`config.mk`:
```
export PLATFORM = sky130hd
export DESIGN_NAME = plt_cell
export DESIGN_NICKNAME = d
export VERILOG_FILES = /design/src/plt_pkg.sv /design/src/plt_cell.sv
export SDC_FILE = /design/constraint.sdc
export NUM_CORES = 1
export LEC_CHECK = 0
export BUFFER_PORTS_ARGS = -buffer_cell sky130_fd_sc_hd__buf_4
export CORE_UTILIZATION = 43
export DETAILED_ROUTE_END_ITERATION = 6
export PLACE_DENSITY = 0.86
export SYNTH_ARGS = -nofsm -noshare
export SYNTH_HDL_FRONTEND = slang
export SYNTH_SLANG_ARGS = --single-unit
export TNS_END_PERCENT = 5
```
`constraint.sdc`:
```
create_clock -name clk_i -period 3.2 [get_ports clk_i]
set_input_delay 0.64 -clock clk_i [delete_from_list [all_inputs] [get_ports clk_i]]
set_output_delay 0.64 -clock clk_i [all_outputs]
set_load 0.01 [all_outputs]
```
`src/plt_pkg.sv`:
```
`timescale 1ns / 1ps
// Shared types and constants for the peer liveness table.
// Used by plt_cell and peer_liveness_table_top; depends on nothing else.
package plt_pkg;

  localparam int unsigned AddrW  = 32;
  localparam int unsigned AgeW   = 16;
  localparam int unsigned CountW = 7;

  localparam logic [AgeW-1:0] AgeMax       = '1;
  localparam logic [AgeW-1:0] StaleLimRst  = 16'd5000;

  // Operation broadcast to every cell in a cycle.
  typedef enum logic [1:0] {
    OP_HOLD  = 2'd0,
    OP_BEAT  = 2'd1,
    OP_TICK  = 2'd2,
    OP_SWEEP = 2'd3
  } plt_op_e;

  typedef struct packed {
    plt_op_e          op;
    logic [AddrW-1:0] addr;
    logic [AgeW-1:0]  stale_limit;
  } plt_ctrl_t;

  typedef struct packed {
    logic             valid;
    logic [AddrW-1:0] addr;
    logic [AgeW-1:0]  age;
  } plt_entry_t;

  typedef struct packed {
    logic             cmd;
    logic [AddrW-1:0] peer_address;
  } plt_in_t;

  typedef struct packed {
    logic              hit;
    logic              inserted;
    logic              dropped_full;
    logic [CountW-1:0] purged_count;
    logic [CountW-1:0] live_count;
  } plt_out_t;

endpackage

```
`src/plt_cell.sv`:
```
`timescale 1ns / 1ps
// One table cell: holds an address, its age and a valid bit, and a purge flag.
// Depends on plt_pkg; instantiated as a row in peer_liveness_table_top.
module plt_cell import plt_pkg::*; (
  input  logic       clk_i,
  input  logic       rst_ni,
  input  plt_ctrl_t  ctrl_i,
  input  logic       insert_sel_i,
  input  plt_entry_t nxt_i,
  input  logic       prv_valid_i,
  input  logic       nxt_flag_i,
  output plt_entry_t entry_o,
  output logic       hit_o,
  output logic       flag_o
);

  logic             valid_q, valid_d;
  logic             flag_q, flag_d;
  logic [AddrW-1:0] addr_q, addr_d;
  logic [AgeW-1:0]  age_q, age_d;
  logic [AgeW-1:0]  age_inc;

  assign hit_o   = valid_q && (addr_q == ctrl_i.addr);
  assign age_inc = (age_q == AgeMax) ? age_q : age_q + AgeW'(1);

  always_comb begin
    valid_d = valid_q;
    flag_d  = flag_q;
    addr_d  = addr_q;
    age_d   = age_q;
    unique case (ctrl_i.op)
      OP_BEAT: begin
        if (hit_o) begin
          age_d = '0;
        end else if (insert_sel_i) begin
          valid_d = 1'b1;
          addr_d  = ctrl_i.addr;
          age_d   = '0;
        end
      end
      OP_TICK: begin
        flag_d = 1'b0;
        if (valid_q) begin
          age_d = age_inc;
          if (age_inc >= ctrl_i.stale_limit) begin
            valid_d = 1'b0;
            flag_d  = 1'b1;
          end
        end
      end
      OP_SWEEP: begin
        // Purge flags drain towards cell 0; holes bubble towards the far end.
        flag_d = nxt_flag_i;
        if (!valid_q && nxt_i.valid) begin
          valid_d = 1'b1;
          addr_d  = nxt_i.addr;
          age_d   = nxt_i.age;
        end else if (valid_q && !prv_valid_i) begin
          valid_d = 1'b0;
        end
      end
      default: begin
      end
    endcase
  end

  always_ff @(posedge clk_i or negedge rst_ni) begin
    if (!rst_ni) begin
      valid_q <= 1'b0;
      flag_q  <= 1'b0;
    end else begin
      valid_q <= valid_d;
      flag_q  <= flag_d;
    end
  end

  always_ff @(posedge clk_i) begin
    addr_q <= addr_d;
    age_q  <= age_d;
  end

  assign entry_o = '{valid: valid_q, addr: addr_q, age: age_q};
  assign flag_o  = flag_q;

endmodule

```
==> flow_summary.json, run 1 <==
{
  "synth.yosys.warnings": 0,
  "timing.final.crit_share": 0.9704,
  "hold_path_class": "input port to asynchronous set/reset pin",
  "total_leakage_power_nw": 2.230,
  "run_status": "finished clean",
  "post-layout-total-power_w": 0.001857,
  "h-tree-depth": 2,
  "synth_cell_types": 49,
  "power.density_nw_per_um2": 373.5,
  "syn-cell-area_um2": 3349,
  "sequentialPowerShare": 0.438,
  "die_y_um": 90.26,
  "first_global_vias": 3112,
  "worst_setup_path_end_kind": "flop",
  "worst-slew-pin-transition_ns": 0.5820,
  "internal_power_w": 0.001366,
  "floorplan.io_pins": 155,
  "grt_antenna_before_repair": 0,
  "final.min_clock_period_ns": 3.105,
  "synth.ff_latch_count": 50,
  "highest_achievable_clock_rate_ghz": 0.3220,
  "worst_r2r_path_depth": 11,
  "syn_area_per_cell_um2": 11.24,
  "effective_utilization_at_floorplan": 0.4521,
  "power.switching_fraction": 0.2642,
  "cts_buffers": 5,
  "grt_first_pass_wirelength_um": 14430,
  "synthToLayoutAreaGrowth_pct": 48.45,
  "layout.cells.most_common_list": "171 x sky130_fd_sc_hd__buf_4, 48 x sky130_fd_sc_hd__edfxtp_1, 35 x sky130_fd_sc_hd__mux2_2, 35 x sky130_fd_sc_hd__xor2_1, 21 x sky130_fd_sc_hd__inv_1",
  "postRouteAntennaNets": 0,
  "grt_start_max_net_pins": 33,
  "grt_overflow_total": 0,
  "hold_slack_final_ns": 0.09877,
  "worst_setup_slack_final_ns": 0.09479,
  "worst_setup_path_type": "flop to flop",
  "tritoncts_num_sinks": 50,
  "clockRootBuffer": "sky130_fd_sc_hd__clkbuf_8",
  "clock_insertion_delay_worst_skew_ns": 0.30,
  "layout.filler_cells": 563,
  "mean_routed_wirelength_per_cell_um": 16.27,
  "detailedPlacementHpwl_um": 7213,
  "cts_hold_buffers": 0,
  "clkSlewWorstSetupHoldPaths_ns": 0.10,
  "ys_seq_area_frac": 0.4453,
  "grtUsageTotal": 0.2238,
  "drt_drc_violations_left": 0,
  "rsz_0062_raised_after_global_routing": "true",
  "tritoncts": "yes",
  "preCtsSetupSlack_ns": -0.01226,
  "core_region_area_um2": 7408,
  "setup-tns-final_ns": 0,
  "drt_pass_1_iters": 4,
  "drt-initial-drc-count": 149,
  "total_switching_power_w": 0.0004907,
  "worst-endpoint-arrival_ns": 3.30,
  "timing.clock.skew_ns": 0.01182,
  "required_time_of_the_critical_path_ns": 3.40,
  "reg2reg_setup_slack_ns": 0.09,
  "part_of_the_power_in_combinational_logic": 0.270,
  "max_slew_headroom": 0.6096,
  "area_occupied_by_multi_input_gates_um2": 1842,
  "cts_buffer_depth": 2,
  "rows": 31,
  "fraction_of_layout_cells_with_a_size_suffix_above_1": 0.5075,
  "regToRegEndpoint": "flag_o$_DFFE_PN0P_",
  "final_nets": 589,
  "final_max_slew_viol_count": 0,
  "r2r-start": "age_q[1]$_DFFE_PP_",
  "avgViaCountPerCell": 5.171,
  "io_buffers": 154,
  "die_w_um": 90.26,
  "worst_setup_path_start_kind": "flop",
  "setup-violations-final": 0,
  "worstPathMaxFanout": 4,
  "totalWireLength_um": 9243,
  "mappedNetlistNets": 419,
  "timing_hold_violations_final": 0,
  "floorplan.die_area_um2": 8146,
  "area.sequential_um2": 1491,
  "vdd.ir_drop.worst_mv": 0.2541,
  "antenna_cells": 0,
  "max_cap_violations": 0,
  "layout_commonest_cell": "sky130_fd_sc_hd__buf_4",
  "post_synth_inst_count": 298,
  "gpl.final_weighted_congestion": 0.8560,
  "detailroute.via_count": 2937,
  "power.clock.fraction": 0.291
}
## critical path: stages (launching register included)
cell                        delay (ns)
sky130_fd_sc_hd__edfxtp_1         0.40
sky130_fd_sc_hd__ha_4             0.16
sky130_fd_sc_hd__nand3_4          0.08
sky130_fd_sc_hd__nor3_4           0.27
sky130_fd_sc_hd__nand2_2          0.13
sky130_fd_sc_hd__mux2_2           0.31
sky130_fd_sc_hd__ha_1             0.32
sky130_fd_sc_hd__a2111oi_4        0.33
sky130_fd_sc_hd__o311ai_2         0.16
sky130_fd_sc_hd__a2111oi_2        0.44
sky130_fd_sc_hd__o31ai_1          0.13
sky130_fd_sc_hd__mux2_4           0.26
## area by class of cell
| type | instances | area share |
|---|---|---|
| clock inverter | 3 | 0.01384 |
| sequential | 50 | 0.2999 |
| tap | 99 | 0.02491 |
| clock buffer | 5 | 0.01384 |
| multi-input combinational | 217 | 0.3704 |
| timing repair buffer | 172 | 0.2604 |
| inverter | 22 | 0.01661 |
## registers in the layout, summed over array words and instances (netlist names)
register / cells
flag_o: 1
addr_q: 32
valid_q: 1
age_q: 16
## metrics by stage
stage	instances	utilization	cell area (µm²)
after floorplan	298	-	3349
after global placement	555	0.6335	4693
final	568	0.6712	4972
after detailed placement	555	0.6335	4693
after global routing	568	0.6712	4972
after CTS	563	0.6521	4831
## metal layers
layer	track usage	vias to the layer above	routed length, µm
met3	0.06734	12	818
met2	0.4052	154	4759
met5	0	-	0
met1	0.2493	1341	3533
li1	-	1430	-
met4	0.07392	0	132
## synth_stat cells (all sizes together)
| cell | n | share of area |
|---|---|---|
| o21ai | 15 | 0.022 |
| nor3 | 3 | 0.0078 |
| ha | 17 | 0.064 |
| o21ba | 3 | 0.0090 |
| a21o | 1 | 0.0022 |
| nor2b | 3 | 0.0056 |
| o31ai | 1 | 0.0022 |
| inv | 21 | 0.024 |
| a211o | 1 | 0.0026 |
| nor4 | 8 | 0.015 |
| xnor2 | 8 | 0.021 |
| and3 | 3 | 0.0056 |
| o211ai | 1 | 0.0022 |
| buf | 4 | 0.0056 |
| a2111oi | 3 | 0.016 |
| clkinv | 1 | 0.0011 |
| or2 | 1 | 0.0019 |
| a21boi | 4 | 0.0090 |
| o211a | 1 | 0.0030 |
| nand3 | 15 | 0.024 |
| o21a | 3 | 0.0067 |
| o311ai | 1 | 0.0026 |
| a41oi | 1 | 0.0026 |
| o31a | 1 | 0.0026 |
| o2111ai | 1 | 0.0026 |
| mux2 | 36 | 0.12 |
| xor2 | 35 | 0.092 |
| or3 | 1 | 0.0019 |
| a31oi | 2 | 0.0037 |
| mux2i | 2 | 0.0060 |
| edfxtp | 48 | 0.43 |
| and2 | 2 | 0.0037 |
| nand2 | 14 | 0.016 |
| a211oi | 1 | 0.0022 |
| nand4 | 6 | 0.011 |
| a21oi | 5 | 0.0075 |
| nor2 | 16 | 0.018 |
| nand2b | 1 | 0.0041 |
| clkbuf | 5 | 0.0056 |
| dfrtp | 2 | 0.015 |
| a31o | 1 | 0.0026 |
## power groups by stage
stage / logic, W / clock network [W] / registers, W
3_3_place_gp: 0.000460 / 0 / 0.000822
4_1_cts: 0.000480 / 0.000548 / 0.000811
2_1_floorplan: 0.000215 / 0 / 0.000847
3_5_place_dp: 0.000478 / 0 / 0.000825
5_1_grt: 0.000546 / 0.000574 / 0.000820
6_report: 0.000502 / 0.000540 / 0.000814
## repair_timing
| item | in CTS | in global routing |
|---|---|---|
| buffers inserted | 0 | 5 |
| endpoints found under the setup margin | 1 | 2 |
| resized for setup | 0 | 20 |
| pin swaps | 1 | 12 |
## kinds of logic (layout without fill, tap and decap cells)
| group | after synthesis | in the layout | share of synthesized area |
|---|---|---|---|
| AND/OR/NAND/NOR | 73 | 73 | 0.1143 |
| flip-flops | 50 | 50 | 0.4453 |
| AO/OA/AOI/OAI | 46 | 46 | 0.1016 |
| XOR/XNOR | 43 | 43 | 0.1124 |
| multiplexers | 38 | 38 | 0.1270 |
| buffers and inverters | 31 | 202 | 0.03586 |
| adder cells (fa/ha/maj) | 17 | 17 | 0.06350 |
## worst max path at each step
stage	startpoint	end	slack [ns]	depth (start not counted)
floorplan	ctrl_i[36]	age_q[0]$_DFFE_PP_	-0.08	6
global placement	age_q[8]$_DFFE_PP_	flag_o$_DFFE_PN0P_	0.14	10
detailed placement	age_q[8]$_DFFE_PP_	flag_o$_DFFE_PN0P_	-0.01	10
CTS	age_q[8]$_DFFE_PP_	flag_o$_DFFE_PN0P_	0.04	10
global route	age_q[0]$_DFFE_PP_	flag_o$_DFFE_PN0P_	-0.09	13
finish	age_q[1]$_DFFE_PP_	flag_o$_DFFE_PN0P_	0.09	11
Power figures use the tool's default switching activity.
==> run 2: changes to the inputs <==
--- a/config.mk
+++ b/config.mk
@@ -9,6 +9,7 @@
 export CORE_UTILIZATION = 43
 export DETAILED_ROUTE_END_ITERATION = 6
 export PLACE_DENSITY = 0.86
+export SETUP_SLACK_MARGIN = 0.1
 export SYNTH_ARGS = -nofsm -noshare
 export SYNTH_HDL_FRONTEND = slang
 export SYNTH_SLANG_ARGS = --single-unit
==> run 2 against run 1 <==
Clock skew decreased by 0.00070 ns; register-to-register slack about the same; cell area increased by 1.5%; fmax increased by 0.33%; power increased by 1.1%; setup slack improved by 0.010 ns; via count increased by 1.5%; first-iteration DRC count decreased by 2.7%; final cell count increased by 0.35%; sequential cell count unchanged; sequential share of layout area decreased by 0.45 points; highest routed layer unchanged.
==> flow_summary.json, run 2 (synthesis gave the netlist of run 1 again) <==
{
  "fraction_of_layout_cells_with_a_size_suffix_above_1": 0.5138,
  "run_status": "finished clean",
  "floorplan.io_pins": 155,
  "avgViaCountPerCell": 5.230,
  "worst_setup_path_end_kind": "flop",
  "grtUsageTotal": 0.2273,
  "worst_setup_path_start_kind": "flop",
  "met1_length_um": 3556,
  "timing.final.crit_share": 0.9672,
  "max_slew_headroom": 0.6415,
  "worst_r2r_path_depth": 12,
  "clock_insertion_delay_worst_skew_ns": 0.30,
  "highest_achievable_clock_rate_ghz": 0.3231,
  "placedCellCount": 555,
  "drt_pass_1_iters": 4,
  "floorplan.die_area_um2": 8146,
  "hold_slack_final_ns": 0.09802,
  "layout.cells.most_common_list": "173 x sky130_fd_sc_hd__buf_4, 48 x sky130_fd_sc_hd__edfxtp_1, 35 x sky130_fd_sc_hd__mux2_2, 35 x sky130_fd_sc_hd__xor2_1, 21 x sky130_fd_sc_hd__inv_1",
  "highest_layer": "met4",
  "synthToLayoutAreaGrowth_pct": 50.69,
  "clockRootBuffer": "sky130_fd_sc_hd__clkbuf_8",
  "worst-endpoint-arrival_ns": 3.29,
  "fin_util": 0.6813,
  "worst-slew-pin-transition_ns": 0.5344,
  "drt_drc_violations_left": 0,
  "final_nets": 591,
  "cts_buffers": 5,
  "postRouteAntennaNets": 0,
  "detailedPlacementHpwl_um": 7213,
  "core_region_area_um2": 7408,
  "h-tree-depth": 2,
  "tritoncts": "yes",
  "final_max_slew_viol_count": 0,
  "grt_first_pass_wirelength_um": 14590,
  "power.density_nw_per_um2": 371.8,
  "reg2reg_setup_slack_ns": 0.10,
  "regToRegEndpoint": "flag_o$_DFFE_PN0P_",
  "first_global_vias": 3141,
  "largest_register_ffs": 32,
  "io_buffers": 154,
  "met3_length_um": 744,
  "largest_registers": "addr_q x32, age_q x16",
  "r2r-start": "age_q[15]$_DFFE_PP_",
  "grt_start_max_net_pins": 33,
  "worst_setup_path_type": "flop to flop",
  "post-layout-total-power_w": 0.001877,
  "met2_length_um": 4918,
  "timing.clock.skew_ns": 0.01112,
  "layout_commonest_cell": "sky130_fd_sc_hd__buf_4",
  "clkSlewWorstSetupHoldPaths_ns": 0.10,
  "total_leakage_power_nw": 2.237,
  "timing_hold_violations_final": 0,
  "rows": 31,
  "mean_routed_wirelength_per_cell_um": 16.50,
  "detailroute.via_count": 2981,
  "cts_buffer_depth": 2,
  "setup-tns-final_ns": 0,
  "layout.filler_cells": 536,
  "die_w_um": 90.26,
  "tritoncts_num_sinks": 50,
  "max_flop_register": "addr_q",
  "finish.cell_count_without_fillers": 570,
  "antenna_cells": 0,
  "rsz_0062_raised_after_global_routing": "true",
  "effective_utilization_at_floorplan": 0.4521,
  "max_cap_violations": 0,
  "final.min_clock_period_ns": 3.095,
  "grt_overflow_total": 0,
  "drt-initial-drc-count": 145,
  "worstPathMaxFanout": 5,
  "grt_antenna_before_repair": 0,
  "gpl.final_weighted_congestion": 0.8560,
  "hold_path_class": "input port to asynchronous set/reset pin",
  "required_time_of_the_critical_path_ns": 3.40,
  "totalWireLength_um": 9403,
  "setup-violations-final": 0,
  "die_y_um": 90.26,
  "vdd.ir_drop.worst_mv": 0.2538
}
## run 2: cell count changes in the layout (fill, tap and decap cells not counted), moves of 2 or more
cell / delta
sky130_fd_sc_hd__xnor2_2: -3
sky130_fd_sc_hd__nor2_2: +2
sky130_fd_sc_hd__buf_4: +2
sky130_fd_sc_hd__ha_4: +2
sky130_fd_sc_hd__xnor2_1: +2
sky130_fd_sc_hd__nor2_1: -2
## run 2: final cells by class
| class | instances | area, µm² | share of cell area |
|---|---|---|---|
| tap | 99 | 123.9 | 0.02454 |
| timing repair buffer | 174 | 1310 | 0.2595 |
| clock inverter | 3 | 68.82 | 0.01363 |
| inverter | 22 | 82.58 | 0.01636 |
| sequential | 50 | 1491 | 0.2955 |
| clock buffer | 5 | 68.82 | 0.01363 |
| multi-input combinational | 217 | 1902 | 0.3768 |
## run 2: how the worst max path moves through the flow
stage,startpoint,end,slack (ns),cells after the start
2_1_floorplan,ctrl_i[36],age_q[0]$_DFFE_PP_,-0.08,6
3_3_place_gp,age_q[8]$_DFFE_PP_,flag_o$_DFFE_PN0P_,0.14,10
3_5_place_dp,age_q[8]$_DFFE_PP_,flag_o$_DFFE_PN0P_,-0.01,10
4_1_cts,age_q[0]$_DFFE_PP_,flag_o$_DFFE_PN0P_,0.10,11
5_1_grt,age_q[15]$_DFFE_PP_,flag_o$_DFFE_PN0P_,-0.05,12
6_report,age_q[15]$_DFFE_PP_,flag_o$_DFFE_PN0P_,0.10,12
## run 2: worst max-delay path, stage by stage, from the launching register on
cell and delay [ns]:
sky130_fd_sc_hd__edfxtp_1 0.43, sky130_fd_sc_hd__nand3_1 0.18, sky130_fd_sc_hd__nor2_2 0.28, sky130_fd_sc_hd__nand2_2 0.12, sky130_fd_sc_hd__buf_6 0.14, sky130_fd_sc_hd__xnor2_4 0.16
sky130_fd_sc_hd__ha_4 0.22, sky130_fd_sc_hd__nand2b_4 0.14, sky130_fd_sc_hd__a2111oi_4 0.37, sky130_fd_sc_hd__o311ai_4 0.16, sky130_fd_sc_hd__a2111oi_4 0.42, sky130_fd_sc_hd__o31ai_2 0.10
sky130_fd_sc_hd__mux2_4 0.26
## run 2: timing repair
action | in CTS | in global routing
setup buffers | 2 | 5
gates resized for setup | 6 | 20
hold buffers | 0 | 0
pin swaps | 3 | 11
endpoints found under the setup margin | 1 | 2
## run 2: through the flow
step | area, µm² | worst slack, ns
after floorplan | 3349 | -0.07630
after global placement | 4693 | 0.1363
after detailed placement | 4693 | -0.01226
after CTS | 4888 | 0.1009
after global routing | 5047 | -0.05236
final | 5047 | 0.1049
## run 2: power by group
group / internal (W) / switching, W / total (W)
Sequential: 0.000777 / 0.0000370 / 0.000814
Clock: 0.000314 / 0.000227 / 0.000541
Combinational: 0.000284 / 0.000237 / 0.000522
Total: 0.00138 / 0.000501 / 0.00188
## run 2: metal layers
| layer | up-vias | track usage |
|---|---|---|
| li1 | 1434 | - |
| met1 | 1388 | 0.2499 |
| met2 | 147 | 0.4173 |
| met3 | 12 | 0.06650 |
| met4 | 0 | 0.07392 |
| met5 | - | 0 |
==> run 3: changes to the inputs <==
--- a/config.mk
+++ b/config.mk
@@ -6,6 +6,7 @@
 export NUM_CORES = 1
 export LEC_CHECK = 0
 export BUFFER_PORTS_ARGS = -buffer_cell sky130_fd_sc_hd__buf_4
+export CORE_ASPECT_RATIO = 1.2
 export CORE_UTILIZATION = 43
 export DETAILED_ROUTE_END_ITERATION = 6
 export PLACE_DENSITY = 0.86
==> run 3 against run 2 <==
Register-to-register slack hardly changed; largest cell class unchanged; sequential cell count stayed put; clock skew is 0.0022 ns higher.
==> flow_summary.json, run 3 (synthesis gave the netlist of run 1 again) <==
{
  "worst_setup_slack_final_ns": 0.09959,
  "grt_start_max_net_pins": 33,
  "antenna_cells": 0,
  "final_max_slew_viol_count": 0,
  "h-tree-depth": 2,
  "cts_buffer_depth": 2,
  "timing_hold_violations_final": 0,
  "timing.clock.skew_ns": 0.01327,
  "worst_setup_path_end_kind": "flop",
  "finish.cell_count_without_fillers": 560,
  "highest_achievable_clock_rate_ghz": 0.3225,
  "drt-initial-drc-count": 115,
  "total_leakage_power_nw": 2.205,
  "max_cap_violations": 0,
  "placedCellCount": 548,
  "floorplan.io_pins": 155,
  "tritoncts": "yes",
  "worst-endpoint-arrival_ns": 3.29,
  "cts_buffers": 5,
  "timing.final.crit_share": 0.9689,
  "clkSlewWorstSetupHoldPaths_ns": 0.09,
  "effective_utilization_at_floorplan": 0.4525,
  "detailroute.via_count": 2954,
  "avgViaCountPerCell": 5.275,
  "die_w_um": 82.57,
  "largest_register_ffs": 32,
  "worst_path_most_repeated_cell": "sky130_fd_sc_hd__a2111oi_4",
  "cell_family_contributing_the_most_delay_on_the_critical_path": "compound AO/OA/AOI/OAI gates",
  "largest_registers": "addr_q x32, age_q x16",
  "hold_slack_final_ns": 0.1011,
  "power.density_nw_per_um2": 359.2,
  "drt_pass_1_iters": 4,
  "worst_setup_path_type": "flop to flop",
  "reg2reg_setup_slack_ns": 0.1,
  "grtUsageTotal": 0.2246,
  "tritoncts_num_sinks": 50,
  "grt_antenna_before_repair": 0,
  "postRouteAntennaNets": 0,
  "post-layout-total-power_w": 0.001769,
  "layout_commonest_cell": "sky130_fd_sc_hd__buf_4",
  "critPathSlowestCell": "sky130_fd_sc_hd__a2111oi_4",
  "synthToLayoutAreaGrowth_pct": 46.99,
  "worstPathMaxFanout": 4,
  "layout.cells.most_common_list": "172 x sky130_fd_sc_hd__buf_4, 48 x sky130_fd_sc_hd__edfxtp_1, 35 x sky130_fd_sc_hd__mux2_2, 35 x sky130_fd_sc_hd__xor2_1, 21 x sky130_fd_sc_hd__inv_1",
  "fraction_of_layout_cells_with_a_size_suffix_above_1": 0.4936,
  "hold_path_class": "input port to asynchronous set/reset pin",
  "io_buffers": 154,
  "worst_r2r_path_depth": 11,
  "run_status": "finished clean",
  "setup-violations-final": 0,
  "final_nets": 590,
  "drt_drc_violations_left": 0,
  "worst-slew-pin-transition_ns": 0.5951,
  "regToRegEndpoint": "flag_o$_DFFE_PN0P_",
  "gpl.final_weighted_congestion": 0.8610,
  "max_flop_register": "addr_q",
  "clockRootBuffer": "sky130_fd_sc_hd__clkbuf_8",
  "first_global_vias": 3110,
  "mean_routed_wirelength_per_cell_um": 16.61,
  "clock_insertion_delay_worst_skew_ns": 0.30,
  "preCtsSetupSlack_ns": -0.006982,
  "vdd.ir_drop.worst_mv": 0.2673,
  "crit_path_cell_trace": "ha_2, nand3_4, nor3_4, nand2_2, mux2_2, ha_1, a2111oi_4, o311ai_4, a2111oi_4, o31ai_1, mux2_4",
  "crit_path_max_incr_delay_ns": 0.41,
  "layout.filler_cells": 594,
  "rows": 34,
  "totalWireLength_um": 9299,
  "detailedPlacementHpwl_um": 7305,
  "final.min_clock_period_ns": 3.100,
  "critical_path.n_buffers_inverters": 0,
  "core_region_area_um2": 7402,
  "worst_setup_path_start_kind": "flop",
  "floorplan.die_area_um2": 8148,
  "max_slew_headroom": 0.5996,
  "grt_first_pass_wirelength_um": 13720,
  "r2r-start": "age_q[0]$_DFFE_PP_",
  "grt_overflow_total": 0,
  "required_time_of_the_critical_path_ns": 3.39,
  "die_y_um": 98.68,
  "rsz_0062_raised_after_global_routing": "true"
}
[run 3: timing repair]
item | CTS | global route
hold buffers | 0 | 0
setup endpoints to repair | 1 | 2
gates resized for setup | 4 | 11
buffers inserted | 1 | 3
pin swaps | 1 | 9
[run 3: metal layers]
metal | track usage | vias up | wire, µm
li1 | - | 1432 | -
met1 | 0.2222 | 1357 | 3320
met2 | 0.4145 | 147 | 4874
met3 | 0.07870 | 18 | 880
met4 | 0.08753 | 0 | 223
met5 | 0 | - | 0
[run 3: worst max path at each step]
stage / from / slack (ns) / cells past startpoint / to
CTS: age_q[0]$_DFFE_PP_ / 0.10 / 12 / flag_o$_DFFE_PN0P_
detailed placement: age_q[1]$_DFFE_PP_ / -0.007 / 12 / flag_o$_DFFE_PN0P_
finish: age_q[0]$_DFFE_PP_ / 0.1 / 11 / flag_o$_DFFE_PN0P_
global route: age_q[0]$_DFFE_PP_ / -0.07 / 13 / flag_o$_DFFE_PN0P_
floorplan: ctrl_i[36] / -0.08 / 6 / age_q[0]$_DFFE_PP_
global placement: age_q[0]$_DFFE_PP_ / 0.12 / 12 / flag_o$_DFFE_PN0P_
[run 3: layout make-up]
type,count,area [µm²],area share
Tap cell,90,112.6,0.02287
Sequential cell,50,1491,0.3029
Inverter,22,82.58,0.01677
Clock inverter,2,37.54,0.007624
Timing Repair Buffer,173,1303,0.2645
Clock buffer,6,72.57,0.01474
Multi-Input combinational cell,217,1824,0.3705
[run 3: report_power, final]
| part | switching, W | leakage (nW) | internal [W] |
|---|---|---|---|
| sequential | 0.0000342 | 0.475 | 0.000777 |
| clock | 0.000220 | 0.0514 | 0.000234 |
| combinational | 0.000229 | 1.68 | 0.000275 |
| total | 0.000483 | 2.21 | 0.00129 |
[run 3: per-stage QoR]
step | TNS, ns | util | area, µm²
global route | -0.1191 | 0.6651 | 4923
floorplan | -1.253 | - | 3349
finish | 0 | 0.6651 | 4923
global placement | 0 | 0.6346 | 4697
CTS | 0 | 0.6535 | 4837
detailed placement | -0.006982 | 0.6346 | 4697
